==> src/rtl/bbc_pkg.sv <==
package bbc_pkg;

  // Frame geometry limits
  localparam int MAX_WIDTH     = 1024;
  localparam int MAX_HEIGHT    = 1024;
  localparam int MAX_DIVISOR   = 1024;
  localparam int FRACTION_BITS = 4;

  // Fixed field widths
  localparam int PIX_W  = 8;
  localparam int SIZE_W = 11;
  localparam int THR_W  = 10;
  localparam int CEN_W  = 14;
  localparam int IDX_W  = 2;

  // Derived widths
  localparam int COL_W  = $clog2(MAX_WIDTH);
  localparam int ROW_W  = $clog2(MAX_HEIGHT);
  localparam int CNT_W  = COL_W + ROW_W + 1;
  localparam int SUM_W  = COL_W + ROW_W + ((COL_W > ROW_W) ? COL_W : ROW_W);
  localparam int DVD_W  = SUM_W + FRACTION_BITS;
  localparam int DCNT_W = $clog2(DVD_W + 1);
  localparam int AREA_W = 2 * SIZE_W;

  // Result queue
  localparam int FIFO_DEPTH = 4;
  localparam int PTR_W      = $clog2(FIFO_DEPTH);
  localparam int FCNT_W     = $clog2(FIFO_DEPTH + 1);

  // Reset values of the configuration registers
  localparam logic [SIZE_W-1:0] RST_FRAME_WIDTH  = SIZE_W'(320);
  localparam logic [SIZE_W-1:0] RST_FRAME_HEIGHT = SIZE_W'(240);
  localparam logic [THR_W-1:0]  RST_THRESHOLD    = THR_W'(30);
  localparam logic [SIZE_W-1:0] RST_DIVISOR      = SIZE_W'(20);

  typedef enum logic [IDX_W-1:0] {
    REG_FRAME_WIDTH  = 2'd0,
    REG_FRAME_HEIGHT = 2'd1,
    REG_THRESHOLD    = 2'd2,
    REG_DIVISOR      = 2'd3
  } cfg_reg_t;

  typedef struct packed {
    logic [SIZE_W-1:0]       frame_width;
    logic [SIZE_W-1:0]       frame_height;
    logic signed [THR_W-1:0] color_threshold;
    logic [SIZE_W-1:0]       area_divisor;
  } cfg_t;

  // One queued pixel, with frame totals riding along on the last pixel
  typedef struct packed {
    logic [PIX_W-1:0] red;
    logic [PIX_W-1:0] green;
    logic [PIX_W-1:0] blue;
    logic             frame_end;
    logic [SUM_W-1:0] sum_x;
    logic [SUM_W-1:0] sum_y;
    logic [CNT_W-1:0] count;
  } item_t;

  typedef struct packed {
    logic              empty;
    logic              full;
    logic [FCNT_W-1:0] count;
  } fifo_stat_t;

  typedef struct packed {
    logic             start;
    logic [DVD_W-1:0] dividend;
    logic [CNT_W-1:0] divisor;
  } div_req_t;

  typedef struct packed {
    logic             done;
    logic [DVD_W-1:0] quotient;
  } div_rsp_t;

  // Saturate a size register into [1, hi]
  function automatic logic [SIZE_W-1:0] size_clamp(logic [SIZE_W-1:0] v,
                                                   logic [SIZE_W-1:0] hi);
    logic [SIZE_W-1:0] r;
    if (v == '0) begin
      r = SIZE_W'(1);
    end else if (v > hi) begin
      r = hi;
    end else begin
      r = v;
    end
    return r;
  endfunction

endpackage

==> src/rtl/bbc_front.sv <==
module bbc_front (
  input  logic                      clk,
  input  logic                      rst_n,
  input  bbc_pkg::cfg_t             cfg,
  input  logic                      in_valid,
  output logic                      in_ready,
  input  logic [bbc_pkg::PIX_W-1:0] in_red,
  input  logic [bbc_pkg::PIX_W-1:0] in_green,
  input  logic [bbc_pkg::PIX_W-1:0] in_blue,
  input  bbc_pkg::fifo_stat_t       fifo_st,
  output logic                      push,
  output bbc_pkg::item_t            item
);
  import bbc_pkg::*;

  logic [COL_W-1:0]         col_r, col_nxt;
  logic [ROW_W-1:0]         row_r, row_nxt;
  logic [SUM_W-1:0]         sum_x_r, sum_x_nxt;
  logic [SUM_W-1:0]         sum_y_r, sum_y_nxt;
  logic [CNT_W-1:0]         cnt_r, cnt_nxt;
  logic [SIZE_W-1:0]        w_cl, h_cl, w_m1, h_m1;
  logic signed [THR_W:0]    diff, thr;
  logic                     sel, row_end, frame_end;
  logic [SUM_W-1:0]         sx, sy;
  logic [CNT_W-1:0]         sc;

  assign in_ready = !fifo_st.full;
  assign push     = in_valid && in_ready;

  always_comb begin
    w_cl = size_clamp(cfg.frame_width, SIZE_W'(MAX_WIDTH));
    h_cl = size_clamp(cfg.frame_height, SIZE_W'(MAX_HEIGHT));
    w_m1 = w_cl - SIZE_W'(1);
    h_m1 = h_cl - SIZE_W'(1);

    diff = $signed({3'b000, in_blue}) - $signed({3'b000, in_red})
         - $signed({3'b000, in_green});
    thr  = $signed({cfg.color_threshold[THR_W-1], cfg.color_threshold});
    sel  = diff > thr;

    row_end   = col_r >= w_m1[COL_W-1:0];
    frame_end = row_end && (row_r >= h_m1[ROW_W-1:0]);

    // totals include the current pixel
    sx = sum_x_r + (sel ? SUM_W'(col_r) : '0);
    sy = sum_y_r + (sel ? SUM_W'(row_r) : '0);
    sc = cnt_r + CNT_W'(sel);

    item.red       = sel ? in_red   : '0;
    item.green     = sel ? in_green : '0;
    item.blue      = sel ? in_blue  : '0;
    item.frame_end = frame_end;
    item.sum_x     = sx;
    item.sum_y     = sy;
    item.count     = sc;

    col_nxt   = col_r;
    row_nxt   = row_r;
    sum_x_nxt = sum_x_r;
    sum_y_nxt = sum_y_r;
    cnt_nxt   = cnt_r;
    if (push) begin
      priority if (frame_end) begin
        col_nxt   = '0;
        row_nxt   = '0;
        sum_x_nxt = '0;
        sum_y_nxt = '0;
        cnt_nxt   = '0;
      end else if (row_end) begin
        col_nxt   = '0;
        row_nxt   = row_r + ROW_W'(1);
        sum_x_nxt = sx;
        sum_y_nxt = sy;
        cnt_nxt   = sc;
      end else begin
        col_nxt   = col_r + COL_W'(1);
        sum_x_nxt = sx;
        sum_y_nxt = sy;
        cnt_nxt   = sc;
      end
    end
  end

  always_ff @(posedge clk) begin
    if (!rst_n) begin
      col_r   <= '0;
      row_r   <= '0;
      sum_x_r <= '0;
      sum_y_r <= '0;
      cnt_r   <= '0;
    end else begin
      col_r   <= col_nxt;
      row_r   <= row_nxt;
      sum_x_r <= sum_x_nxt;
      sum_y_r <= sum_y_nxt;
      cnt_r   <= cnt_nxt;
    end
  end

endmodule

==> src/rtl/bbc_fifo.sv <==
module bbc_fifo (
  input  logic                clk,
  input  logic                rst_n,
  input  logic                push,
  input  bbc_pkg::item_t      wr_item,
  input  logic                pop,
  output bbc_pkg::item_t      rd_item,
  output bbc_pkg::fifo_stat_t stat
);
  import bbc_pkg::*;

  item_t             mem_r [FIFO_DEPTH];
  logic [PTR_W-1:0]  wr_ptr_r, wr_ptr_nxt;
  logic [PTR_W-1:0]  rd_ptr_r, rd_ptr_nxt;
  logic [FCNT_W-1:0] cnt_r, cnt_nxt;

  assign rd_item    = mem_r[rd_ptr_r];
  assign stat.count = cnt_r;
  assign stat.empty = (cnt_r == '0);
  assign stat.full  = (cnt_r == FCNT_W'(FIFO_DEPTH));

  always_comb begin
    wr_ptr_nxt = push ? wr_ptr_r + PTR_W'(1) : wr_ptr_r;
    rd_ptr_nxt = pop  ? rd_ptr_r + PTR_W'(1) : rd_ptr_r;
    cnt_nxt    = cnt_r + FCNT_W'(push) - FCNT_W'(pop);
  end

  always_ff @(posedge clk) begin
    if (!rst_n) begin
      wr_ptr_r <= '0;
      rd_ptr_r <= '0;
      cnt_r    <= '0;
    end else begin
      wr_ptr_r <= wr_ptr_nxt;
      rd_ptr_r <= rd_ptr_nxt;
      cnt_r    <= cnt_nxt;
    end
  end

  always_ff @(posedge clk) begin
    if (push) begin
      mem_r[wr_ptr_r] <= wr_item;
    end
  end

endmodule

==> src/rtl/bbc_div.sv <==
module bbc_div (
  input  logic              clk,
  input  logic              rst_n,
  input  bbc_pkg::div_req_t req,
  output bbc_pkg::div_rsp_t rsp
);
  import bbc_pkg::*;

  logic              busy_r, busy_nxt;
  logic              done_r, done_nxt;
  logic [DCNT_W-1:0] cnt_r, cnt_nxt;
  logic [DVD_W-1:0]  qd_r, qd_nxt;
  logic [CNT_W:0]    rem_r, rem_nxt, rem_sh;
  logic [CNT_W-1:0]  dsr_r;
  logic              ge;

  assign rsp.done     = done_r;
  assign rsp.quotient = qd_r;

  // restoring division, one quotient bit per cycle
  always_comb begin
    rem_sh   = {rem_r[CNT_W-1:0], qd_r[DVD_W-1]};
    ge       = rem_sh >= {1'b0, dsr_r};
    rem_nxt  = ge ? rem_sh - {1'b0, dsr_r} : rem_sh;
    qd_nxt   = {qd_r[DVD_W-2:0], ge};
    done_nxt = busy_r && (cnt_r == DCNT_W'(1));
    busy_nxt = busy_r && !done_nxt;
    cnt_nxt  = busy_r ? cnt_r - DCNT_W'(1) : cnt_r;
    if (req.start) begin
      busy_nxt = 1'b1;
      cnt_nxt  = DCNT_W'(DVD_W);
    end
  end

  always_ff @(posedge clk) begin
    if (!rst_n) begin
      busy_r <= 1'b0;
      done_r <= 1'b0;
      cnt_r  <= '0;
    end else begin
      busy_r <= busy_nxt;
      done_r <= done_nxt;
      cnt_r  <= cnt_nxt;
    end
  end

  always_ff @(posedge clk) begin
    if (req.start) begin
      qd_r  <= req.dividend;
      rem_r <= '0;
      dsr_r <= req.divisor;
    end else if (busy_r) begin
      qd_r  <= qd_nxt;
      rem_r <= rem_nxt;
    end
  end

endmodule

==> src/rtl/bbc_back.sv <==
module bbc_back (
  input  logic                      clk,
  input  logic                      rst_n,
  input  bbc_pkg::cfg_t             cfg,
  input  bbc_pkg::item_t            head,
  input  bbc_pkg::fifo_stat_t       fifo_st,
  output logic                      pop,
  output bbc_pkg::div_req_t         div_req,
  input  bbc_pkg::div_rsp_t         div_rsp,
  output logic                      out_valid,
  input  logic                      out_ready,
  output logic [bbc_pkg::PIX_W-1:0] out_red,
  output logic [bbc_pkg::PIX_W-1:0] out_green,
  output logic [bbc_pkg::PIX_W-1:0] out_blue,
  output logic                      out_frame_end,
  output logic [bbc_pkg::CEN_W-1:0] out_centroid_x,
  output logic [bbc_pkg::CEN_W-1:0] out_centroid_y,
  output logic                      out_object_found
);
  import bbc_pkg::*;

  typedef enum logic [6:0] {
    ST_IDLE  = 7'b0000001,
    ST_DIV_X = 7'b0000010,
    ST_DIV_Y = 7'b0000100,
    ST_DIV_W = 7'b0001000,
    ST_DIV_H = 7'b0010000,
    ST_MUL   = 7'b0100000,
    ST_OUT   = 7'b1000000
  } state_t;

  state_t            state_r, state_nxt;
  logic              ov_r, ov_nxt;
  logic [PIX_W-1:0]  red_r, green_r, blue_r;
  logic              fe_r, found_r;
  logic [CEN_W-1:0]  ocx_r, ocy_r;
  logic [CEN_W-1:0]  cx_r, cy_r;
  logic [SIZE_W-1:0] wq_r, hq_r;
  logic [AREA_W-1:0] area_r;
  logic              load_ok, load_pix, load_frm, zero_cnt;
  logic [SIZE_W-1:0] w_cl, h_cl, d_cl;
  logic [CEN_W-1:0]  q_cen;

  assign out_valid        = ov_r;
  assign out_red          = red_r;
  assign out_green        = green_r;
  assign out_blue         = blue_r;
  assign out_frame_end    = fe_r;
  assign out_centroid_x   = ocx_r;
  assign out_centroid_y   = ocy_r;
  assign out_object_found = found_r;

  always_comb begin
    w_cl     = size_clamp(cfg.frame_width, SIZE_W'(MAX_WIDTH));
    h_cl     = size_clamp(cfg.frame_height, SIZE_W'(MAX_HEIGHT));
    d_cl     = size_clamp(cfg.area_divisor, SIZE_W'(MAX_DIVISOR));
    zero_cnt = (head.count == '0);
    q_cen    = zero_cnt ? '0 : div_rsp.quotient[CEN_W-1:0];
    load_ok  = !ov_r || out_ready;
    load_pix = 1'b0;
    load_frm = 1'b0;
    state_nxt        = state_r;
    div_req.start    = 1'b0;
    div_req.dividend = DVD_W'(head.sum_x) << FRACTION_BITS;
    div_req.divisor  = head.count;

    unique case (state_r)
      ST_IDLE: begin
        if (!fifo_st.empty) begin
          if (!head.frame_end) begin
            load_pix = load_ok;
          end else begin
            div_req.start = 1'b1;
            state_nxt     = ST_DIV_X;
          end
        end
      end
      ST_DIV_X: begin
        if (div_rsp.done) begin
          div_req.start    = 1'b1;
          div_req.dividend = DVD_W'(head.sum_y) << FRACTION_BITS;
          state_nxt        = ST_DIV_Y;
        end
      end
      ST_DIV_Y: begin
        if (div_rsp.done) begin
          div_req.start    = 1'b1;
          div_req.dividend = DVD_W'(w_cl);
          div_req.divisor  = CNT_W'(d_cl);
          state_nxt        = ST_DIV_W;
        end
      end
      ST_DIV_W: begin
        if (div_rsp.done) begin
          div_req.start    = 1'b1;
          div_req.dividend = DVD_W'(h_cl);
          div_req.divisor  = CNT_W'(d_cl);
          state_nxt        = ST_DIV_H;
        end
      end
      ST_DIV_H: begin
        if (div_rsp.done) begin
          state_nxt = ST_MUL;
        end
      end
      ST_MUL: begin
        state_nxt = ST_OUT;
      end
      ST_OUT: begin
        if (load_ok) begin
          load_frm  = 1'b1;
          state_nxt = ST_IDLE;
        end
      end
      default: begin
        state_nxt = ST_IDLE;
      end
    endcase

    pop    = load_pix || load_frm;
    ov_nxt = pop ? 1'b1 : (ov_r && !out_ready);
  end

  always_ff @(posedge clk) begin
    if (!rst_n) begin
      state_r <= ST_IDLE;
      ov_r    <= 1'b0;
    end else begin
      state_r <= state_nxt;
      ov_r    <= ov_nxt;
    end
  end

  // frame-end datapath
  always_ff @(posedge clk) begin
    if (state_r == ST_DIV_X && div_rsp.done) begin
      cx_r <= q_cen;
    end
    if (state_r == ST_DIV_Y && div_rsp.done) begin
      cy_r <= q_cen;
    end
    if (state_r == ST_DIV_W && div_rsp.done) begin
      wq_r <= div_rsp.quotient[SIZE_W-1:0];
    end
    if (state_r == ST_DIV_H && div_rsp.done) begin
      hq_r <= div_rsp.quotient[SIZE_W-1:0];
    end
    if (state_r == ST_MUL) begin
      area_r <= AREA_W'(wq_r) * AREA_W'(hq_r);
    end
  end

  // output register
  always_ff @(posedge clk) begin
    if (pop) begin
      red_r   <= head.red;
      green_r <= head.green;
      blue_r  <= head.blue;
      fe_r    <= load_frm;
      ocx_r   <= load_frm ? cx_r : '0;
      ocy_r   <= load_frm ? cy_r : '0;
      found_r <= load_frm && (AREA_W'(head.count) > area_r);
    end
  end

endmodule

==> src/rtl/blue_blob_centroid_unit.sv <==
// Blue blob centroid unit.
// Input channel (in_valid/in_ready): one RGB pixel per transaction, raster
// order; column and row are counted inside, so no coordinates are supplied.
// Output channel (out_valid/out_ready): one transaction per pixel, the pixel
// itself if blue - red - green exceeds the threshold, otherwise black. On the
// frame's last pixel out_frame_end is set and the centroid (4 fraction bits,
// truncated) and the object-found flag are valid; elsewhere they read zero.
// Config channel (cfg_valid/cfg_ready, always ready): cfg_index selects
// width, height, threshold or area divisor; write only while idle.
// An ordinary pixel passes through the queue entry and the output register;
// one pixel per cycle sustained unless the output stalls or a frame end is
// being processed. The frame's last pixel runs four passes through one
// shared bit-serial divider (x, y, width/divisor, height/divisor), then a
// multiply and the output load. A 4-entry queue lets pixels of the next
// frame keep arriving meanwhile until it fills.
// Reset (rst_n low, synchronous) restores the default configuration, clears
// counters, sums and the queue. A stalled receiver holds the output register;
// the queue then fills and in_ready drops.
module blue_blob_centroid_unit (
  input  logic                      clk,
  input  logic                      rst_n,
  input  logic                      cfg_valid,
  output logic                      cfg_ready,
  input  logic [bbc_pkg::IDX_W-1:0] cfg_index,
  input  logic [bbc_pkg::SIZE_W-1:0] cfg_data,
  input  logic                      in_valid,
  output logic                      in_ready,
  input  logic [bbc_pkg::PIX_W-1:0] in_red,
  input  logic [bbc_pkg::PIX_W-1:0] in_green,
  input  logic [bbc_pkg::PIX_W-1:0] in_blue,
  output logic                      out_valid,
  input  logic                      out_ready,
  output logic [bbc_pkg::PIX_W-1:0] out_red,
  output logic [bbc_pkg::PIX_W-1:0] out_green,
  output logic [bbc_pkg::PIX_W-1:0] out_blue,
  output logic                      out_frame_end,
  output logic [bbc_pkg::CEN_W-1:0] out_centroid_x,
  output logic [bbc_pkg::CEN_W-1:0] out_centroid_y,
  output logic                      out_object_found
);
  import bbc_pkg::*;

  cfg_t       cfg_r, cfg_nxt;
  fifo_stat_t fifo_st;
  item_t      wr_item, head;
  logic       push, pop;
  div_req_t   div_req;
  div_rsp_t   div_rsp;

  assign cfg_ready = 1'b1;

  // configuration registers
  always_comb begin
    cfg_nxt = cfg_r;
    if (cfg_valid) begin
      unique case (cfg_reg_t'(cfg_index))
        REG_FRAME_WIDTH:  cfg_nxt.frame_width     = cfg_data;
        REG_FRAME_HEIGHT: cfg_nxt.frame_height    = cfg_data;
        REG_THRESHOLD:    cfg_nxt.color_threshold = $signed(cfg_data[THR_W-1:0]);
        REG_DIVISOR:      cfg_nxt.area_divisor    = cfg_data;
        default:          cfg_nxt = cfg_r;
      endcase
    end
  end

  always_ff @(posedge clk) begin
    if (!rst_n) begin
      cfg_r.frame_width     <= RST_FRAME_WIDTH;
      cfg_r.frame_height    <= RST_FRAME_HEIGHT;
      cfg_r.color_threshold <= $signed(RST_THRESHOLD);
      cfg_r.area_divisor    <= RST_DIVISOR;
    end else begin
      cfg_r <= cfg_nxt;
    end
  end

  // front: classify, count coordinates, accumulate
  bbc_front u_front (
    .clk      (clk),
    .rst_n    (rst_n),
    .cfg      (cfg_r),
    .in_valid (in_valid),
    .in_ready (in_ready),
    .in_red   (in_red),
    .in_green (in_green),
    .in_blue  (in_blue),
    .fifo_st  (fifo_st),
    .push     (push),
    .item     (wr_item)
  );

  bbc_fifo u_fifo (
    .clk     (clk),
    .rst_n   (rst_n),
    .push    (push),
    .wr_item (wr_item),
    .pop     (pop),
    .rd_item (head),
    .stat    (fifo_st)
  );

  bbc_div u_div (
    .clk   (clk),
    .rst_n (rst_n),
    .req   (div_req),
    .rsp   (div_rsp)
  );

  // back: frame-end arithmetic and output register
  bbc_back u_back (
    .clk              (clk),
    .rst_n            (rst_n),
    .cfg              (cfg_r),
    .head             (head),
    .fifo_st          (fifo_st),
    .pop              (pop),
    .div_req          (div_req),
    .div_rsp          (div_rsp),
    .out_valid        (out_valid),
    .out_ready        (out_ready),
    .out_red          (out_red),
    .out_green        (out_green),
    .out_blue         (out_blue),
    .out_frame_end    (out_frame_end),
    .out_centroid_x   (out_centroid_x),
    .out_centroid_y   (out_centroid_y),
    .out_object_found (out_object_found)
  );

  // centroid and found flag only on the frame's last pixel
  a_frame_fields: assert property (@(posedge clk) disable iff (!rst_n)
    out_valid && !out_frame_end |->
      out_centroid_x == '0 && out_centroid_y == '0 && !out_object_found)
    else $error("frame fields set on an ordinary pixel");

  a_fifo_bound: assert property (@(posedge clk) disable iff (!rst_n)
    fifo_st.count <= FCNT_W'(FIFO_DEPTH))
    else $error("queue occupancy above depth");

  a_fifo_count: assert property (@(posedge clk) disable iff (!rst_n)
    push && !pop |=> fifo_st.count == $past(fifo_st.count) + FCNT_W'(1))
    else $error("queue count did not follow a push");

  a_pop_nonempty: assert property (@(posedge clk) disable iff (!rst_n)
    pop |-> !fifo_st.empty)
    else $error("pop from empty queue");

endmodule
==> config.mk <==
export PLATFORM = sky130hd
export DESIGN_NAME = blue_blob_centroid_unit
export DESIGN_NICKNAME = d
export VERILOG_FILES = /design/src/rtl/bbc_pkg.sv /design/src/rtl/bbc_front.sv /design/src/rtl/bbc_fifo.sv /design/src/rtl/bbc_div.sv /design/src/rtl/bbc_back.sv /design/src/rtl/blue_blob_centroid_unit.sv
export SDC_FILE = /design/constraint.sdc
export NUM_CORES = 1
export LEC_CHECK = 0
export BUFFER_PORTS_ARGS = -buffer_cell sky130_fd_sc_hd__buf_2
export CAP_MARGIN = 40
export CORE_MARGIN = 1
export CORE_UTILIZATION = 50
export DETAILED_ROUTE_END_ITERATION = 6
export GPL_ROUTABILITY_DRIVEN = 0
export HOLD_SLACK_MARGIN = 0.02
export PLACE_DENSITY = 0.66
export SYNTH_ARGS = -nofsm -noshare
export SYNTH_HDL_FRONTEND = slang
export SYNTH_SLANG_ARGS = --single-unit
==> constraint.sdc <==
create_clock -name clk -period 9.1 [get_ports clk]
set_input_delay 1.365 -clock clk [delete_from_list [all_inputs] [get_ports clk]]
set_output_delay 1.365 -clock clk [all_outputs]
set_load 0.01 [all_outputs]
# ---- After elaboration in Yosys (flattened, before gate mapping)
# Memories as Yosys holds them, arrays and structs flattened. A register that Yosys moved wholly into a read port is not among the register bits.
# Index checks and enable logic that the tools add are counted.
dict set report word_totals {
  ff_bits 369
  ramBits 424
  in_bits 42
  output_inout_bits 57
  word_cells 160
  memories 1
}
# memory words word_bits rd rd_ports_with_merged_regs write_ports line
set memory_table {}
lappend memory_table {u_fifo.mem_r 4 106 1 1 1 bbc_fifo.sv:12} ;# item_t mem_r [FIFO_DEPTH];
dict set report classes {
  n_addsub 15
  n_mul 1
  magnitude_cmp 8
  eq_ne 19
  muxes 51
  n_bitwise 1
  reduce_logical 31
}
# cell count
set op_table {}
lappend op_table {{two-way mux 56 bit} 2}
lappend op_table {{one-hot mux 34 bit (3 select lines)} 1}
lappend op_table {{two-way mux 34 bit} 2}
lappend op_table {{two-way mux 11 bit} 6}
lappend op_table {{adder 30 bit} 2}
lappend op_table {{two-way mux 10 bit} 6}
lappend op_table {{two-way mux 30 bit} 2}
lappend op_table {{two-way mux 7 bit} 7}
lappend op_table {{one-hot mux 7 bit (7 select lines)} 1}
lappend op_table {{two-way mux 21 bit} 2}
lappend op_table {{one-hot mux 21 bit (2 select lines)} 1}
lappend op_table {{two-way mux 35 bit} 1}
lappend op_table {{> comparator 11 bit (second input constant)} 3}
lappend op_table {{logical NOT 11 bit} 3}
lappend op_table {{two-way mux 8 bit} 3}
lappend op_table {{greater-or-equal comparator 22 x 21 -> 1 bit} 1}
lappend op_table {{> comparator 21 x 22 -> 1 bit} 1}
lappend op_table {{multiplier 11 x 11 -> 22 bit} 1}
lappend op_table {{adder 21 x 1 -> 21 bit} 1}
lappend op_table {{logical NOT 21 bit} 1}
lappend op_table {{subtractor 21 bit} 1}
lappend op_table {{adder 10 x 1 -> 10 bit (second input constant)} 2}
lappend op_table {{greater-or-equal comparator 10 bit} 2}
lappend op_table {{subtractor 10 x 1 -> 10 bit (second input constant)} 2}
lappend op_table {{other kinds (35)} 72}

# ---- Logic depth before layout (Yosys ltp)
dict set report depth {
  depth_word 8
  depth_mapped 33
  depth_no_buf 30
}

# ---- Modules after synthesis
# A second synthesis with hierarchy kept.
dict set report hier_totals {
  hier_cells 3172
  area_unflattened_um2 40228.6
}
# mod instances cells_each area_per_inst_um2 seq_area_each_um2
set by_module_without_submodules {}
lappend by_module_without_submodules {bbc_fifo 1 597 15731.3 12912.4}
lappend by_module_without_submodules {bbc_back 1 936 10073.4 3943.8}
lappend by_module_without_submodules {bbc_front 1 1057 8146.6 2021.9}
lappend by_module_without_submodules {bbc_div 1 413 4546.9 2232.1}
lappend by_module_without_submodules {blue_blob_centroid_unit 1 169 1730.4 860.8}

# ---- Worst setup path before layout
# Ideal clock, no wire load.
dict set report synth_path {
  path_kind {input to register}
  startpoint {input port in_blue[0] (netlist name)}
  endpoint {register u_front.sum_x_r[22]}
  setup_time_ns 0.074
  t_arrival_ns 7.156
  t_required_ns 9.026
  setup_slack_ns 1.870
  path_stages 32
  path_buffers 3
  cell_sequence {inv_1 > ha_1 > fa_1 > inv_1 > ha_1 > nor2b_1 > o21ai_0 > a21boi_0 > o21a_1 > o21ai_0 > a21oi_1 > xnor2_1 > ha_1 > nand4_1 > nor2_1 > a31oi_1 > a21oi_1 > a31oi_1 > clkbuf_1 > clkbuf_1 > and2_1 > ha_1 > inv_1 > fa_1 > and2b_1 > o31ai_1 > a211o_1 > a2111o_1 > buf_2 > or2_2 > or3_1 > o21ai_0}
}
dict set report synth_via {
  elab_chain_cells 6
}
# element line
set synth_rtl {}
lappend synth_rtl {{start, declared} blue_blob_centroid_unit.sv:30} ;# input logic [bbc_pkg::PIX_W-1:0] in_blue,
lappend synth_rtl {{subtractor 8 x 8 -> 9 bit} bbc_front.sv:36} ;# diff = $signed({3'b000, in_blue}) - $signed({3'b000, in_red})
lappend synth_rtl {{subtractor 11 x 9 -> 11 bit} bbc_front.sv:37} ;# - $signed({3'b000, in_green});
lappend synth_rtl {{> comparator 11 x 10 -> 1 bit} bbc_front.sv:39} ;# sel = diff > thr;
lappend synth_rtl {{two-way mux 10 bit} bbc_front.sv:45} ;# sx = sum_x_r + (sel ? SUM_W'(col_r) : '0);
lappend synth_rtl {{adder 30 bit} bbc_front.sv:45}
lappend synth_rtl {{two-way mux 30 bit} bbc_front.sv:63} ;# priority if (frame_end) begin
lappend synth_rtl {{end signal, assigned} bbc_front.sv:94} ;# sum_x_r <= sum_x_nxt;
lappend synth_rtl {{end, declared} bbc_front.sv:18} ;# logic [SUM_W-1:0] sum_x_r, sum_x_nxt;
# Every way passes these cells.
# A chain may end at the register's enable or synchronous reset.

==> results.json <==
{
  "rsz0062_at_grt": "no",
  "drc": 2,
  "drv_cap": 0,
  "io_pins": 99,
  "synth.avg_cell_area_um2": 12.2,
  "grt_max_degree": 59,
  "status": "finished with violations",
  "routed_wl_um": 93300,
  "period_share": 0.829,
  "synth_enable_flop_cells": 605,
  "setup_tns_ns": 0,
  "clockBufferDepth": 3,
  "die-area_mm2": 0.0805,
  "setup-violations-final": 0,
  "seq_area_frac_synth": 0.554,
  "htreeDepth": 3,
  "synthDistinctLibCells": 84,
  "place_ws_ns": 1.03,
  "cts_tree": "yes",
  "synth_seq_cells": 795,
  "yosysWarnings": 0,
  "finalNetCount": 3633,
  "critPathRequiredTime_ns": 9.53,
  "violations": "design-rule violations",
  "core_area_mm2": 0.0780,
  "start_util": 0.509,
  "hold_buffers": 0,
  "syn_inst": 3247,
  "dp_hpwl_um": 63500,
  "vias": 25900,
  "clock_latency_ns": 0.64,
  "fin_ws_ns": 1.56,
  "critPathMostFrequentCell": "ha_1",
  "drt_first_pass_iters": 7,
  "overflow": 0,
  "finClkSkew_ns": 0.0213,
  "drive_above_1_share": 0.121,
  "antenna_found_initial": 2,
  "dominantRegCellSynth": "edfxtp_1",
  "switchingPower_mw": 3.43,
  "syn_to_final_growth_pct": 11.2,
  "ctsResizeCount": 0,
  "grt_pass1_wl_um": 148000,
  "fmax_mhz": 133,
  "critPathLaunchType": "primary input",
  "chipWidth_um": 284,
  "finalHoldViolations": 0,
  "grt_pass1_vias": 26300,
  "cpPeakStageDelay_ns": 0.68,
  "cp_max_fo": 30,
  "p_comb_frac": 0.252,
  "fill_cells": 6312,
  "portBuffers": 97,
  "cts_made_buffers": 81,
  "tightest_slew_ns": 0.896,
  "critPathKind": "primary input to flop",
  "cp_slowest_cell": "a31oi_4",
  "drt_iter0_drc": 2181,
  "num_rows": 102,
  "worst_setup_path_end_kind": "flop",
  "cts_sinks": 795,
  "avgViaCountPerCell": 5.84,
  "p_leak_nw": 16.7,
  "internal_power_mw": 7.71,
  "ant_nets": 0,
  "clkPwrFrac": 0.309,
  "slew_headroom": 0.402,
  "period_minus_slack_ns": 7.54,
  "cp.arrival_ns": 7.98,
  "syn_area_mm2": 0.0397,
  "slew_violations": 0,
  "post_drt_wl_per_cell_um": 21.1,
  "grtUsageTotal": 0.233,
  "powerDensity_mw_per_mm2": 253,
  "sw_frac_of_total": 0.308,
  "syn_nets": 3558,
  "async_flop_share": 0,
  "vdd_drop_max_uv": 223,
  "post_cts_buffers": 0,
  "p_seq_frac": 0.439,
  "hold_path.class": "flop to flop",
  "cts.clk_slew.worst_paths_ns": 0.06,
  "cts-root-buf": "clkbuf_16",
  "dieHeight_um": 284
}
sequential cells by signal, indices dropped and copies added, names as in the netlist, 8 cells and up, named ones only:
signal	count
u_back.cy_r	14
u_back.area_r	22
u_back.out_red	8
u_fifo.mem_r	424
u_back.out_centroid_x	14
u_front.cnt_r	21
u_front.sum_y_r	30
u_front.row_r	10
u_back.cx_r	14
u_front.sum_x_r	30
u_back.out_centroid_y	14
u_back.out_green	8
u_back.hq_r	11
cfg_r	43
u_back.out_blue	8
u_front.col_r	10
u_back.wq_r	11
u_div.rem_r	21
u_div.dsr_r	21
u_div.qd_r	34
critical path: cells and delay by family:
kind	cells	cell delay (ns)
AND/OR/NAND/NOR	7	1.21
XOR/XNOR	3	0.65
adder cells (fa/ha/maj)	5	1.44
buffers and inverters	3	0.23
AO/OA/AOI/OAI	12	3.05
power groups by stage:
stage / combinational, mW / clock (mW) / sequential (mW)
after floorplan: 1.94 / 0 / 4.87
after global placement: 2.72 / 0 / 4.99
after detailed placement: 2.80 / 0 / 4.97
after CTS: 2.82 / 3.50 / 4.90
after global routing: 3.08 / 3.63 / 4.94
final: 2.81 / 3.44 / 4.90
routing by layer:
layer	part of all wire	vias up	global-route usage
li1	-	11900	-
met5	0	-	0
met1	0.44	12900	0.321
met2	0.47	875	0.374
met3	0.062	190	0.0395
met4	0.033	0	0.0835
placed cells by master, fill, tap and decap left out, types with 96 or more instances in the layout:
| cell | count |
|---|---|
| nand3_1 | 96 |
| buf_2 | 98 |
| mux4_2 | 106 |
| edfxtp_1 | 605 |
| o21ai_0 | 126 |
| nor2_1 | 174 |
| ha_1 | 183 |
| dfxtp_1 | 188 |
| inv_1 | 218 |
| nand2_1 | 312 |
| and2_1 | 143 |
| a21oi_1 | 179 |
cell families after synthesis:
family                   count (synthesis)  share of synthesized area
adder cells (fa/ha/maj)                269                      0.101
XOR/XNOR                               157                     0.0347
buffers and inverters                  369                     0.0363
AND/OR/NAND/NOR                        991                      0.124
multiplexers                           123                     0.0645
AO/OA/AOI/OAI                          542                     0.0851
flip-flops                             795                      0.554
other                                    1                  0.0000945
cells in the mapped netlist (all sizes together) (21+ instances only):
library cell / count / share of area
edfxtp: 605 / 0.46
nand2: 312 / 0.030
inv: 221 / 0.021
dfxtp: 190 / 0.096
ha: 183 / 0.058
a21oi: 181 / 0.023
nor2: 175 / 0.017
and2: 144 / 0.023
o21ai: 129 / 0.017
clkbuf: 108 / 0.010
mux4: 106 / 0.060
nand3: 96 / 0.012
xnor2: 89 / 0.020
fa: 86 / 0.043
xor2: 68 / 0.015
nor3: 44 / 0.0056
and3: 42 / 0.0066
a21o: 39 / 0.0074
buf: 39 / 0.0051
nor2b: 37 / 0.0058
a31oi: 29 / 0.0046
nand4: 26 / 0.0041
o211ai: 25 / 0.0047
a211oi: 23 / 0.0044
nand2b: 23 / 0.0036
o21a: 21 / 0.0040
or3: 21 / 0.0034
final timing paths:
check / endpoint / from / slack [ns] / depth (start not counted)
hold reg to reg: u_front.sum_y_r[18] / u_front.sum_y_r[18] / 0.45 / 1
hold / removal: u_front.sum_y_r[18] / u_front.sum_y_r[18] / 0.45 / 1
setup / recovery: u_fifo.mem_r[0][73] / in_red[1] / 1.56 / 30
setup reg to reg: u_back.area_r[19] / u_back.wq_r[1] / 3.15 / 15
stage by stage:
| stage | total power, mW | util | instance area (µm²) | std cells | hold WS (ns) |
|---|---|---|---|---|---|
| finish | 11.1 | 0.566 | 44100 | 4432 | 0.448 |
| global placement | 7.72 | 0.528 | 41100 | 4268 | 0.433 |
| CTS | 11.2 | 0.566 | 44100 | 4430 | 0.452 |
| floorplan | 6.81 | - | 39700 | 3247 | 0.426 |
| global route | 11.7 | 0.566 | 44100 | 4432 | 0.480 |
| detailed placement | 7.77 | 0.530 | 41400 | 4279 | 0.441 |
final cells by class:
type / count / area [µm²] / share of cell area
Sequential cell: 795 / 22000 / 0.498
Multi-Input combinational cell: 2083 / 16300 / 0.370
Clock buffer: 105 / 2170 / 0.0491
Tap cell: 1040 / 1300 / 0.0295
Timing Repair Buffer: 139 / 926 / 0.0210
Inverter: 222 / 835 / 0.0189
Clock inverter: 46 / 592 / 0.0134
Antenna cell: 2 / 5.00 / 0.000113
Note: power is estimated with default switching activity, not from simulation.
